===== config.mk =====
export PLATFORM = sky130hd
export DESIGN_NAME = ptw_walk_ctrl
export DESIGN_NICKNAME = d
export VERILOG_FILES = /design/src/design/ptw_pkg.sv /design/src/design/ptw_walk_ctrl.sv
export SDC_FILE = /design/constraint.sdc
export NUM_CORES = 1
export LEC_CHECK = 0
export ABC_AREA = 1
export ABC_CLOCK_PERIOD_IN_PS = 14600
export BUFFER_PORTS_ARGS = -buffer_cell sky130_fd_sc_hd__buf_2
export CAP_MARGIN = 20
export CORE_MARGIN = 10
export CORE_UTILIZATION = 25
export DETAILED_ROUTE_END_ITERATION = 8
export GPL_ROUTABILITY_DRIVEN = 0
export HOLD_SLACK_MARGIN = 0.03
export SYNTH_ARGS = -nofsm -noshare
export SYNTH_HDL_FRONTEND = slang
export SYNTH_SLANG_ARGS = --single-unit

===== constraint.sdc =====
create_clock -name i_clk -period 14.6 [get_ports i_clk]
set_input_delay 0.73 -clock i_clk [delete_from_list [all_inputs] [get_ports i_clk]]
set_output_delay 0.73 -clock i_clk [all_outputs]
set_load 0.05 [all_outputs]

===== src/design/ptw_pkg.sv =====
`timescale 1ns / 1ps

package ptw_pkg;

    localparam int WINDOW_WORDS_DEF = 4096;

    localparam int ADDR_W      = 48;
    localparam int VA_W        = 64;
    localparam int WORD_W      = 64;
    localparam int IDX_W       = 12;
    localparam int CFG_IDX_W   = 8;
    localparam int STATUS_W    = 3;
    localparam int PERM_W      = 2;

    localparam int PAGE_SHIFT   = 12;
    localparam int ENTRY_IDX_W  = 9;
    localparam int L2_IDX_LSB   = 21;
    localparam int L3_IDX_LSB   = 12;
    localparam int L2_ALIGN_W   = 17;
    localparam int VA_TOP_LSB   = 30;
    localparam int ENTRY_BYTE_W = 3;

    localparam int IN_TDATA_W  = 144;
    localparam int OUT_TDATA_W = 104;

    typedef logic [STATUS_W-1:0] t_status;

    localparam t_status STS_OK        = 3'd0;
    localparam t_status STS_UPPER     = 3'd1;
    localparam t_status STS_ABOVE_1G  = 3'd2;
    localparam t_status STS_MISALIGN  = 3'd3;
    localparam t_status STS_NOT_TABLE = 3'd4;
    localparam t_status STS_OUTSIDE   = 3'd5;

    localparam logic [CFG_IDX_W-1:0] CFG_L2_BASE  = 8'd0;
    localparam logic [CFG_IDX_W-1:0] CFG_WIN_BASE = 8'd1;

    typedef struct packed {
        t_status             status;
        logic [ADDR_W-1:0]   pte_addr;
        logic [ADDR_W-1:0]   phys_addr;
        logic [PERM_W-1:0]   access_perm;
        logic                page_valid;
    } t_walk_res;

endpackage


===== src/design/ptw_walk_ctrl.sv =====
`timescale 1ns / 1ps

module ptw_walk_ctrl #(
    parameter int WINDOW_WORDS = ptw_pkg::WINDOW_WORDS_DEF,
    parameter int AW           = $clog2(WINDOW_WORDS)
) (
    input  logic                          i_clk,
    input  logic                          i_rst_n,
    input  logic                          i_cfg_valid,
    input  logic [ptw_pkg::CFG_IDX_W-1:0] i_cfg_index,
    input  logic [ptw_pkg::ADDR_W-1:0]    i_cfg_data,
    input  logic                          i_in_valid,
    output logic                          o_in_ready,
    input  logic                          i_cmd,
    input  logic [ptw_pkg::VA_W-1:0]      i_virt_addr,
    input  logic [ptw_pkg::IDX_W-1:0]     i_word_index,
    input  logic [ptw_pkg::WORD_W-1:0]    i_word_data,
    output logic                          o_out_valid,
    input  logic                          i_out_ready,
    output ptw_pkg::t_walk_res            o_res,
    output logic                          o_mem_we,
    output logic [AW-1:0]                 o_mem_waddr,
    output logic [ptw_pkg::WORD_W-1:0]    o_mem_wdata,
    output logic                          o_mem_re,
    output logic [AW-1:0]                 o_mem_raddr,
    input  logic [ptw_pkg::WORD_W-1:0]    i_mem_rdata
);
    import ptw_pkg::*;

    localparam logic [1:0] S_IDLE = 2'd0;
    localparam logic [1:0] S_L2   = 2'd1;
    localparam logic [1:0] S_L3   = 2'd2;
    localparam logic [1:0] S_HOLD = 2'd3;

    localparam logic [ADDR_W-1:0] WIN_BYTES = ADDR_W'(WINDOW_WORDS) << ENTRY_BYTE_W;

    logic [1:0]              r_state;
    logic [1:0]              n_state;
    logic [ADDR_W-1:0]       r_l2_base;
    logic [ADDR_W-1:0]       r_win_base;
    logic [L2_IDX_LSB-1:0]   r_va_low;
    logic [ADDR_W-1:0]       r_pte_addr;
    logic                    r_out_valid;
    t_walk_res               r_out;
    t_walk_res               r_hold;

    logic                    w_acc;
    logic                    w_out_free;
    logic                    w_wr_ok;
    logic [ADDR_W-1:0]       w_l2_addr;
    logic [ADDR_W-1:0]       w_l3_addr;
    logic [ADDR_W-1:0]       w_off;
    logic                    w_inside;
    logic                    w_fin;
    t_walk_res               w_fin_res;
    logic                    w_load_out;

    assign w_acc      = i_in_valid && (r_state == S_IDLE);
    assign w_out_free = !r_out_valid || i_out_ready;
    assign w_wr_ok    = 32'(i_word_index) < 32'(WINDOW_WORDS);

    assign w_l2_addr = {r_l2_base[ADDR_W-1:PAGE_SHIFT],
                        i_virt_addr[L2_IDX_LSB +: ENTRY_IDX_W],
                        {ENTRY_BYTE_W{1'b0}}};
    assign w_l3_addr = {i_mem_rdata[ADDR_W-1:PAGE_SHIFT],
                        r_va_low[L3_IDX_LSB +: ENTRY_IDX_W],
                        {ENTRY_BYTE_W{1'b0}}};
    assign w_off     = ((r_state == S_L2) ? w_l3_addr : w_l2_addr) - r_win_base;
    assign w_inside  = w_off < WIN_BYTES;

    assign o_mem_waddr = AW'(i_word_index);
    assign o_mem_wdata = i_word_data;
    assign o_mem_raddr = w_off[ENTRY_BYTE_W +: AW];

    always_comb begin
        n_state   = r_state;
        w_fin     = 1'b0;
        w_fin_res = '0;
        o_mem_we  = 1'b0;
        o_mem_re  = 1'b0;
        case (r_state)
            S_IDLE: begin
                if (w_acc) begin
                    if (!i_cmd) begin
                        o_mem_we = w_wr_ok;
                    end else if (|i_virt_addr[ADDR_W-1:VA_TOP_LSB]) begin
                        w_fin            = 1'b1;
                        w_fin_res.status = STS_ABOVE_1G;
                    end else if (|i_virt_addr[VA_W-1:ADDR_W]) begin
                        w_fin            = 1'b1;
                        w_fin_res.status = STS_UPPER;
                    end else if (|r_l2_base[L2_ALIGN_W-1:0]) begin
                        w_fin            = 1'b1;
                        w_fin_res.status = STS_MISALIGN;
                    end else if (!w_inside) begin
                        w_fin            = 1'b1;
                        w_fin_res.status = STS_OUTSIDE;
                    end else begin
                        o_mem_re = 1'b1;
                        n_state  = S_L2;
                    end
                end
            end
            S_L2: begin
                if (i_mem_rdata[1:0] != 2'b11) begin
                    w_fin            = 1'b1;
                    w_fin_res.status = STS_NOT_TABLE;
                end else if (!w_inside) begin
                    w_fin            = 1'b1;
                    w_fin_res.status = STS_OUTSIDE;
                end else begin
                    o_mem_re = 1'b1;
                    n_state  = S_L3;
                end
            end
            S_L3: begin
                w_fin                 = 1'b1;
                w_fin_res.status      = STS_OK;
                w_fin_res.pte_addr    = r_pte_addr;
                w_fin_res.phys_addr   = {i_mem_rdata[ADDR_W-1:PAGE_SHIFT],
                                         r_va_low[PAGE_SHIFT-1:0]};
                w_fin_res.access_perm = i_mem_rdata[7:6];
                w_fin_res.page_valid  = i_mem_rdata[1:0] == 2'b11;
            end
            S_HOLD: begin
                if (w_out_free) begin
                    n_state = S_IDLE;
                end
            end
            default: begin
                n_state = S_IDLE;
            end
        endcase
        if (w_fin) begin
            n_state = w_out_free ? S_IDLE : S_HOLD;
        end
    end

    assign w_load_out = (w_fin || (r_state == S_HOLD)) && w_out_free;

    always_ff @(posedge i_clk) begin
        if (!i_rst_n) begin
            r_state     <= S_IDLE;
            r_out_valid <= 1'b0;
            r_l2_base   <= '0;
            r_win_base  <= '0;
        end else begin
            r_state <= n_state;
            if (i_cfg_valid && (i_cfg_index == CFG_L2_BASE)) begin
                r_l2_base <= i_cfg_data;
            end
            if (i_cfg_valid && (i_cfg_index == CFG_WIN_BASE)) begin
                r_win_base <= i_cfg_data;
            end
            if (w_load_out) begin
                r_out_valid <= 1'b1;
            end else if (i_out_ready) begin
                r_out_valid <= 1'b0;
            end
        end
    end

    always_ff @(posedge i_clk) begin
        if (w_load_out) begin
            r_out <= w_fin ? w_fin_res : r_hold;
        end
        if (w_fin && !w_out_free) begin
            r_hold <= w_fin_res;
        end
        if (w_acc) begin
            r_va_low <= i_virt_addr[L2_IDX_LSB-1:0];
        end
        if (r_state == S_L2) begin
            r_pte_addr <= w_l3_addr;
        end
    end

    assign o_in_ready  = (r_state == S_IDLE);
    assign o_out_valid = r_out_valid;
    assign o_res       = r_out;

endmodule


# Yosys cells after proc, flatten, opt, wreduce, memory -nomap -nowiden
# Cells that the tools add are included.
[word_totals] register_bits=369 output_inout_bits=194 input_bits=266 wordCells=94
[classes] reduce_logical=17 n_mux=44 n_addsub=1 magnitude_cmp=1 n_eq_ne=15
[ops] op="102-bit two-way mux" count=1
[ops] op="99-bit two-way mux" count=1
[ops] op="48-bit by 16-bit less-than comparator with 1-bit output, second input constant" count=1
[ops] op="48-bit two-way mux" count=1
[ops] op="48-bit subtractor" count=1
[ops] op="2-bit two-way mux" count=11
[ops] op="3-bit two-way mux" count=7
[ops] op="1-bit two-way mux" count=19
[ops] op="3-bit != test, second input constant" count=6
[ops] op="18-bit OR reduction" count=1
[ops] op="17-bit OR reduction" count=1
[ops] op="16-bit OR reduction" count=1
[ops] op="10-bit AND reduction" count=1
[ops] op="3-bit by 1-bit != test with 1-bit output, second input constant" count=3
[ops] op="8-bit by 1-bit equality test with 1-bit output, second input constant" count=1
[ops] op="8-bit logical NOT" count=1
[ops] op="2-bit equality test, second input constant" count=3
[ops] op="2-bit one-hot mux with 3 select lines" count=1
[ops] op="3-bit one-hot mux with 2 select lines" count=1
[ops] op="1-bit logical AND" count=5
[ops] op="4-bit nonzero test" count=1
[ops] op="1-bit one-hot mux with 3 select lines" count=1
[ops] op="2-bit by 1-bit equality test with 1-bit output, second input constant" count=1
[ops] op="1-bit logical NOT" count=2
[ops] op="other kinds (5)" count=6

# Logic depth before layout (Yosys ltp)
[depth] ltp_word=14 mapped_depth=31 ltp_nobuf=28

# Worst setup path after synthesis
# No wires, ideal clock.
[synth_timing] path_type="flip-flop to flip-flop" startpoint="register r_state[0]" endpoint="register r_out (netlist bit o_res[0]), enable pin" setup_time_ps=616 n_path_buf=2 required_ps=13984 stages_incl_launch_ff=27 t_arrival_ps=9352 slack_ps=4632 cell_sequence="dfxtp_1 > inv_1 > nor2_2 > clkbuf_1 > nand2_1 > nand2_1 > ha_1 > nand2_1 > inv_1 > nand2_1 > nand2_1 > a21oi_1 > nand2_1 > nand2_2 > nand2_2 > nand2_1 > nand3_1 > nand2_1 > inv_1 > nand2_1 > nor2_1 > nand2_1 > nor2_2 > nand3_1 > nand2_1 > buf_2 > a31oi_1"
[synth_via] elab_chain_cells=13
[synth_rtl] element="from (decl)" line_no="ptw_walk_ctrl.sv:37" rtl="logic [1:0] r_state;"
[synth_rtl] element="from (signal assigned)" line_no="ptw_walk_ctrl.sv:148" rtl="r_state <= n_state;"
[synth_rtl] element="2-bit by 1-bit equality test with 1-bit output" line_no="ptw_walk_ctrl.sv:68, ptw_walk_ctrl.sv:81"
[synth_rtl] element="48-bit two-way mux" line_no="ptw_walk_ctrl.sv:68" rtl="assign w_off = ((r_state == S_L2) ? w_l3_addr : w_l2_addr) - r_win_base;"
[synth_rtl] element="48-bit subtractor" line_no="ptw_walk_ctrl.sv:68"
[synth_rtl] element="48-bit by 16-bit less-than comparator with 1-bit output" line_no="ptw_walk_ctrl.sv:69" rtl="assign w_inside = w_off < WIN_BYTES;"
[synth_rtl] element="1-bit two-way mux" line_no="ptw_walk_ctrl.sv:95, ptw_walk_ctrl.sv:108"
[synth_rtl] element="1-bit two-way mux" line_no="ptw_walk_ctrl.sv:92" rtl="end else if (|r_l2_base[L2_ALIGN_W-1:0]) begin"
[synth_rtl] element="1-bit two-way mux" line_no="ptw_walk_ctrl.sv:89" rtl="end else if (|i_virt_addr[VA_W-1:ADDR_W]) begin"
[synth_rtl] element="1-bit two-way mux" line_no="ptw_walk_ctrl.sv:86" rtl="end else if (|i_virt_addr[ADDR_W-1:VA_TOP_LSB]) begin"
[synth_rtl] element="1-bit two-way mux" line_no="ptw_walk_ctrl.sv:84" rtl="if (!i_cmd) begin"
[synth_rtl] element="1-bit two-way mux" line_no="ptw_walk_ctrl.sv:83" rtl="if (w_acc) begin"
[synth_rtl] element="1-bit one-hot mux with 3 select lines" line_no="ptw_walk_ctrl.sv:81" rtl="case (r_state)"
[synth_rtl] element="1-bit logical OR (*)" line_no="ptw_walk_ctrl.sv:139" rtl="assign w_load_out = (w_fin || (r_state == S_HOLD)) && w_out_free;"
[synth_rtl] element="1-bit logical AND (*)" line_no="ptw_walk_ctrl.sv:139"
[synth_rtl] element="net w_load_out" line_no="ptw_walk_ctrl.sv:56" rtl="logic w_load_out;"
[synth_rtl] element="to (signal assigned)" line_no="ptw_walk_ctrl.sv:165" rtl="r_out <= w_fin ? w_fin_res : r_hold;"
[synth_rtl] element="to (decl)" line_no="ptw_walk_ctrl.sv:44" rtl="t_walk_res r_out;"
# The timed path passes the listed nets; every way through them passes the cells marked *.
# A chain may end at the register's enable or synchronous reset.

# Worst setup path after layout
[layout_timing] startpoint="register r_state[1]" endpoint="register r_hold[55] (netlist name), enable pin"
[layout_via] elab_chain_cells=12
[layout_rtl] element="2-bit by 1-bit equality test with 1-bit output" line_no="ptw_walk_ctrl.sv:68, ptw_walk_ctrl.sv:81"
[layout_rtl] element="48-bit two-way mux" line_no="ptw_walk_ctrl.sv:68"
[layout_rtl] element="48-bit subtractor" line_no="ptw_walk_ctrl.sv:68"
[layout_rtl] element="48-bit by 16-bit less-than comparator with 1-bit output" line_no="ptw_walk_ctrl.sv:69"
[layout_rtl] element="1-bit two-way mux" line_no="ptw_walk_ctrl.sv:95, ptw_walk_ctrl.sv:108"
[layout_rtl] element="1-bit two-way mux" line_no="ptw_walk_ctrl.sv:92"
[layout_rtl] element="1-bit two-way mux" line_no="ptw_walk_ctrl.sv:89"
[layout_rtl] element="1-bit two-way mux" line_no="ptw_walk_ctrl.sv:86"
[layout_rtl] element="1-bit two-way mux" line_no="ptw_walk_ctrl.sv:84"
[layout_rtl] element="1-bit two-way mux" line_no="ptw_walk_ctrl.sv:83"
[layout_rtl] element="1-bit one-hot mux with 3 select lines (*)" line_no="ptw_walk_ctrl.sv:81"
[layout_rtl] element="1-bit logical AND (*)" line_no="ptw_walk_ctrl.sv:167" rtl="if (w_fin && !w_out_free) begin"
[layout_rtl] element="to (signal assigned)" line_no="ptw_walk_ctrl.sv:168" rtl="r_hold <= w_fin_res;"
[layout_rtl] element="to (decl)" line_no="ptw_walk_ctrl.sv:45" rtl="t_walk_res r_hold;"
# Every way passes the cells marked *; elsewhere a longest branch is shown, timed or not.

==> flow_summary.yaml <==
outcome:
  status: "finished clean"
global_routing:
  antenna_found_initial: 18
  met2_usage_pct: 22.1
  grt_pass1_vias: 14500
  grtUsageMet3_pct: 2.83
  grt_max_degree: 99
  grtUsageMet1_pct: 16.0
  gr-total-overflow: 0
  gr-max-usage-layer: "met2"
  gr-usage-all-layers_pct: 13.0
  grt_pass1_wl_um: 86600
floorplan:
  dieArea_mm2: 0.0859
  pin_count: 460
  start_util_pct: 25.1
  fp-row-count: 100
  die_w_um: 293
  dieHeight_um: 293
  coreArea_mm2: 0.0742
yosys:
  avgSynthCellArea_um2: 8.60
  synth_top_cell_by_area: "edfxtp_1"
  synth_compound_area_share_pct: 11.7
  syn_inst: 2169
  synth.most_common_cell: "nand2_1"
  synth_top_family_by_area: "simple AND/OR/NAND/NOR gates"
  yosys_warnings: 0
  synthFlopType: "edfxtp_1"
  synth.area.top_cells: "edfxtp_1, dfxtp_1, nand2_1, inv_1, nor2_1"
  synth_edf_count: 264
  synth_cell_types: 46
  synth_xor_xnor_area_share_pct: 0.752
  synth_common_cells: "nand2_1, inv_1, nor2_1"
  synth-seq-cells: 363
  seq_area_frac_synth_pct: 53.2
  synth_fa_ha_area_share_pct: 2.95
  synth_mux_area_share_pct: 0
  synth-simple-area-share_pct: 19.5
  synth_top_area_share_pct: 42.5
  syn_area_mm2: 0.0186
  async_flop_share_pct: 0
clocking:
  clock_latency_ps: 530
  tritoncts: "yes"
  numCtsBuffers: 39
  htreeDepth: 2
  clkTransAtPathRegs_ps: 60
  post_cts_buffers: 0
  cts_hold_buffers: 0
  clock-sinks: 363
  cts_max_path_buffers: 3
  cts_resized: 0
  cts_root_buf: "clkbuf_16"
sta:
  fin_skew_ps: 17.3
  period_needed_ps: 5960
  rsz0062_at_grt: "no"
  fin_crit_sh_pct: 40.8
  setup_violations: 0
  tightest_slew_ps: 981
  fin_setup_tns_ps: 0
  drv_slew: 0
  hold_violations: 0
  clock.fmax_ghz: 0.168
  maxSlewHeadroom_pct: 34.5
  hold_slack_ps: 370
power_and_ir_drop:
  seqPwrFrac_pct: 36.4
  clock_power_share_pct: 27.9
  ir_worst_vdd_mv: 0.0719
  internal-power_w: 0.00215
  power_density_mw_per_mm2: 162
  cellLeakagePower_nw: 9.83
  power_frac_comb_pct: 35.7
  swShare_pct: 39.0
  p_sw_w: 0.00137
drt:
  via_count: 14900
  drt_iter0_markers: 1095
  routed_wl_um: 58300
  firstDrtPassIters: 7
  avgViaCountPerCell: 4.44
  drc_errors: 0
  ant_nets: 0
  wl_per_cell_um: 17.3
placement:
  place_hpwl_um: 44300
  placement.io_buffers: 280
critical_path:
  cp.arrival_ps: 6120
  cp_max_fo: 81
  crit_required_ps: 14750
  endpoint_kind: "flip-flop"
  critical_path.startpoint_type: "flip-flop"
  critPathKind: "flip-flop to flip-flop"
flow_run:
  drv_cap: 0
final_layout:
  nets: 2667
  fillCellCount: 7909
  syn_to_final_growth_pct: 16.9
  drive_above_1_share_pct: 17.6
worst_hold_path:
  min_path_type: "input pin to flip-flop"
==> metal layers <==
layer  vias up  part of all wire (%)
met1      6941                    43
met3        93                   7.5
met2       483                    47
li1       7393                     -
met4        12                   2.6
met5         -                  0.13
==> state kept, by name, summed over array words and instances, names as in the netlist <==
signal and flops:
r_state 2, r_pte_addr 45, r_win_base 48, r_l2_base 48, r_va_low 21, r_hold 99, o_out_valid 1, o_res 99
==> logic make-up (layout without fill, tap and decap cells) <==
| logic type | after synthesis | after routing |
|---|---|---|
| buffers and inverters | 493 | 709 |
| DFF | 363 | 363 |
| adders and majority gates | 44 | 44 |
| xor gates and xnor gates | 16 | 16 |
| and+or+nand+nor | 899 | 899 |
| AOI/OAI and AO/OA | 353 | 353 |
| other | 1 | 9 |
==> final timing paths <==
kind / start / to / slack (ps) / depth (start not counted)
max reg2reg: r_state[1] / r_hold[55] / 8640 / 24
min reg2reg: r_va_low[14] / r_pte_addr[5] / 450 / 0
max: r_state[1] / r_hold[55] / 8640 / 24
min: i_virt_addr[6] / r_va_low[6] / 370 / 1
==> through the flow <==
step	power [W]	area [um^2]	util, %	setup slack (ps)	cells
global route	0.00372	21800	29.4	8160	3359
CTS	0.00355	21800	29.4	8630	3356
finish	0.00353	21800	29.4	8640	3362
global placement	0.00255	20500	27.6	8660	3284
detailed placement	0.00256	20500	27.6	8660	3285
floorplan	0.00228	18700	-	4630	2171
==> placed cells by master, fill, tap and decap left out, drive strengths merged, types with 6 or more instances in the layout <==
cell type and instances:
a21oi 88, a31o 98, buf 295, clkbuf 51, clkinv 17, dfxtp 99
diode 6, edfxtp 264, ha 44, inv 341, nand2 459, nand3 67
nand4 23, nor2 320, nor3 10, nor4 10, o21ai 151, o21bai 6
xor2 14
==> critical path: stages (launching register included) <==
cell	delay, ps
dfxtp_1	460
nor2_4	70
inv_2	40
buf_4	600
o21ai_0	170
ha_1	390
a21oi_1	400
a21boi_1	310
nand2_1	150
a21oi_1	190
nand2_1	160
nand2_1	120
nand2_1	60
nand2_1	50
nand2_1	90
nand3_1	100
nor2_1	60
nand2_1	100
nor2_2	70
nand3_1	110
nand2_4	280
nand2_1	170
nand2_1	120
inv_4	430
buf_4	760
==> final cells by class <==
type | instances | area, um^2 | area share (%)
Clock buffer | 51 | 1090 | 5.02
Timing Repair Buffer | 295 | 1530 | 7.00
Antenna cell | 6 | 15.0 | 0.0689
Tap cell | 969 | 1210 | 5.56
Multi-Input combinational cell | 1315 | 6570 | 30.1
Clock inverter | 20 | 181 | 0.832
Sequential cell | 363 | 9910 | 45.5
Inverter | 343 | 1290 | 5.92
==> power by group through the flow <==
stage	Combinational, W	Sequential, W	Clock, W
after CTS	0.00126	0.00128	0.00101
after global routing	0.00138	0.00129	0.00105
after floorplan	0.000726	0.00156	0
final	0.00126	0.00128	0.000985
after detailed placement	0.00125	0.00131	0
after global placement	0.00125	0.00130	0
Note: power is estimated with default switching activity, not from simulation.
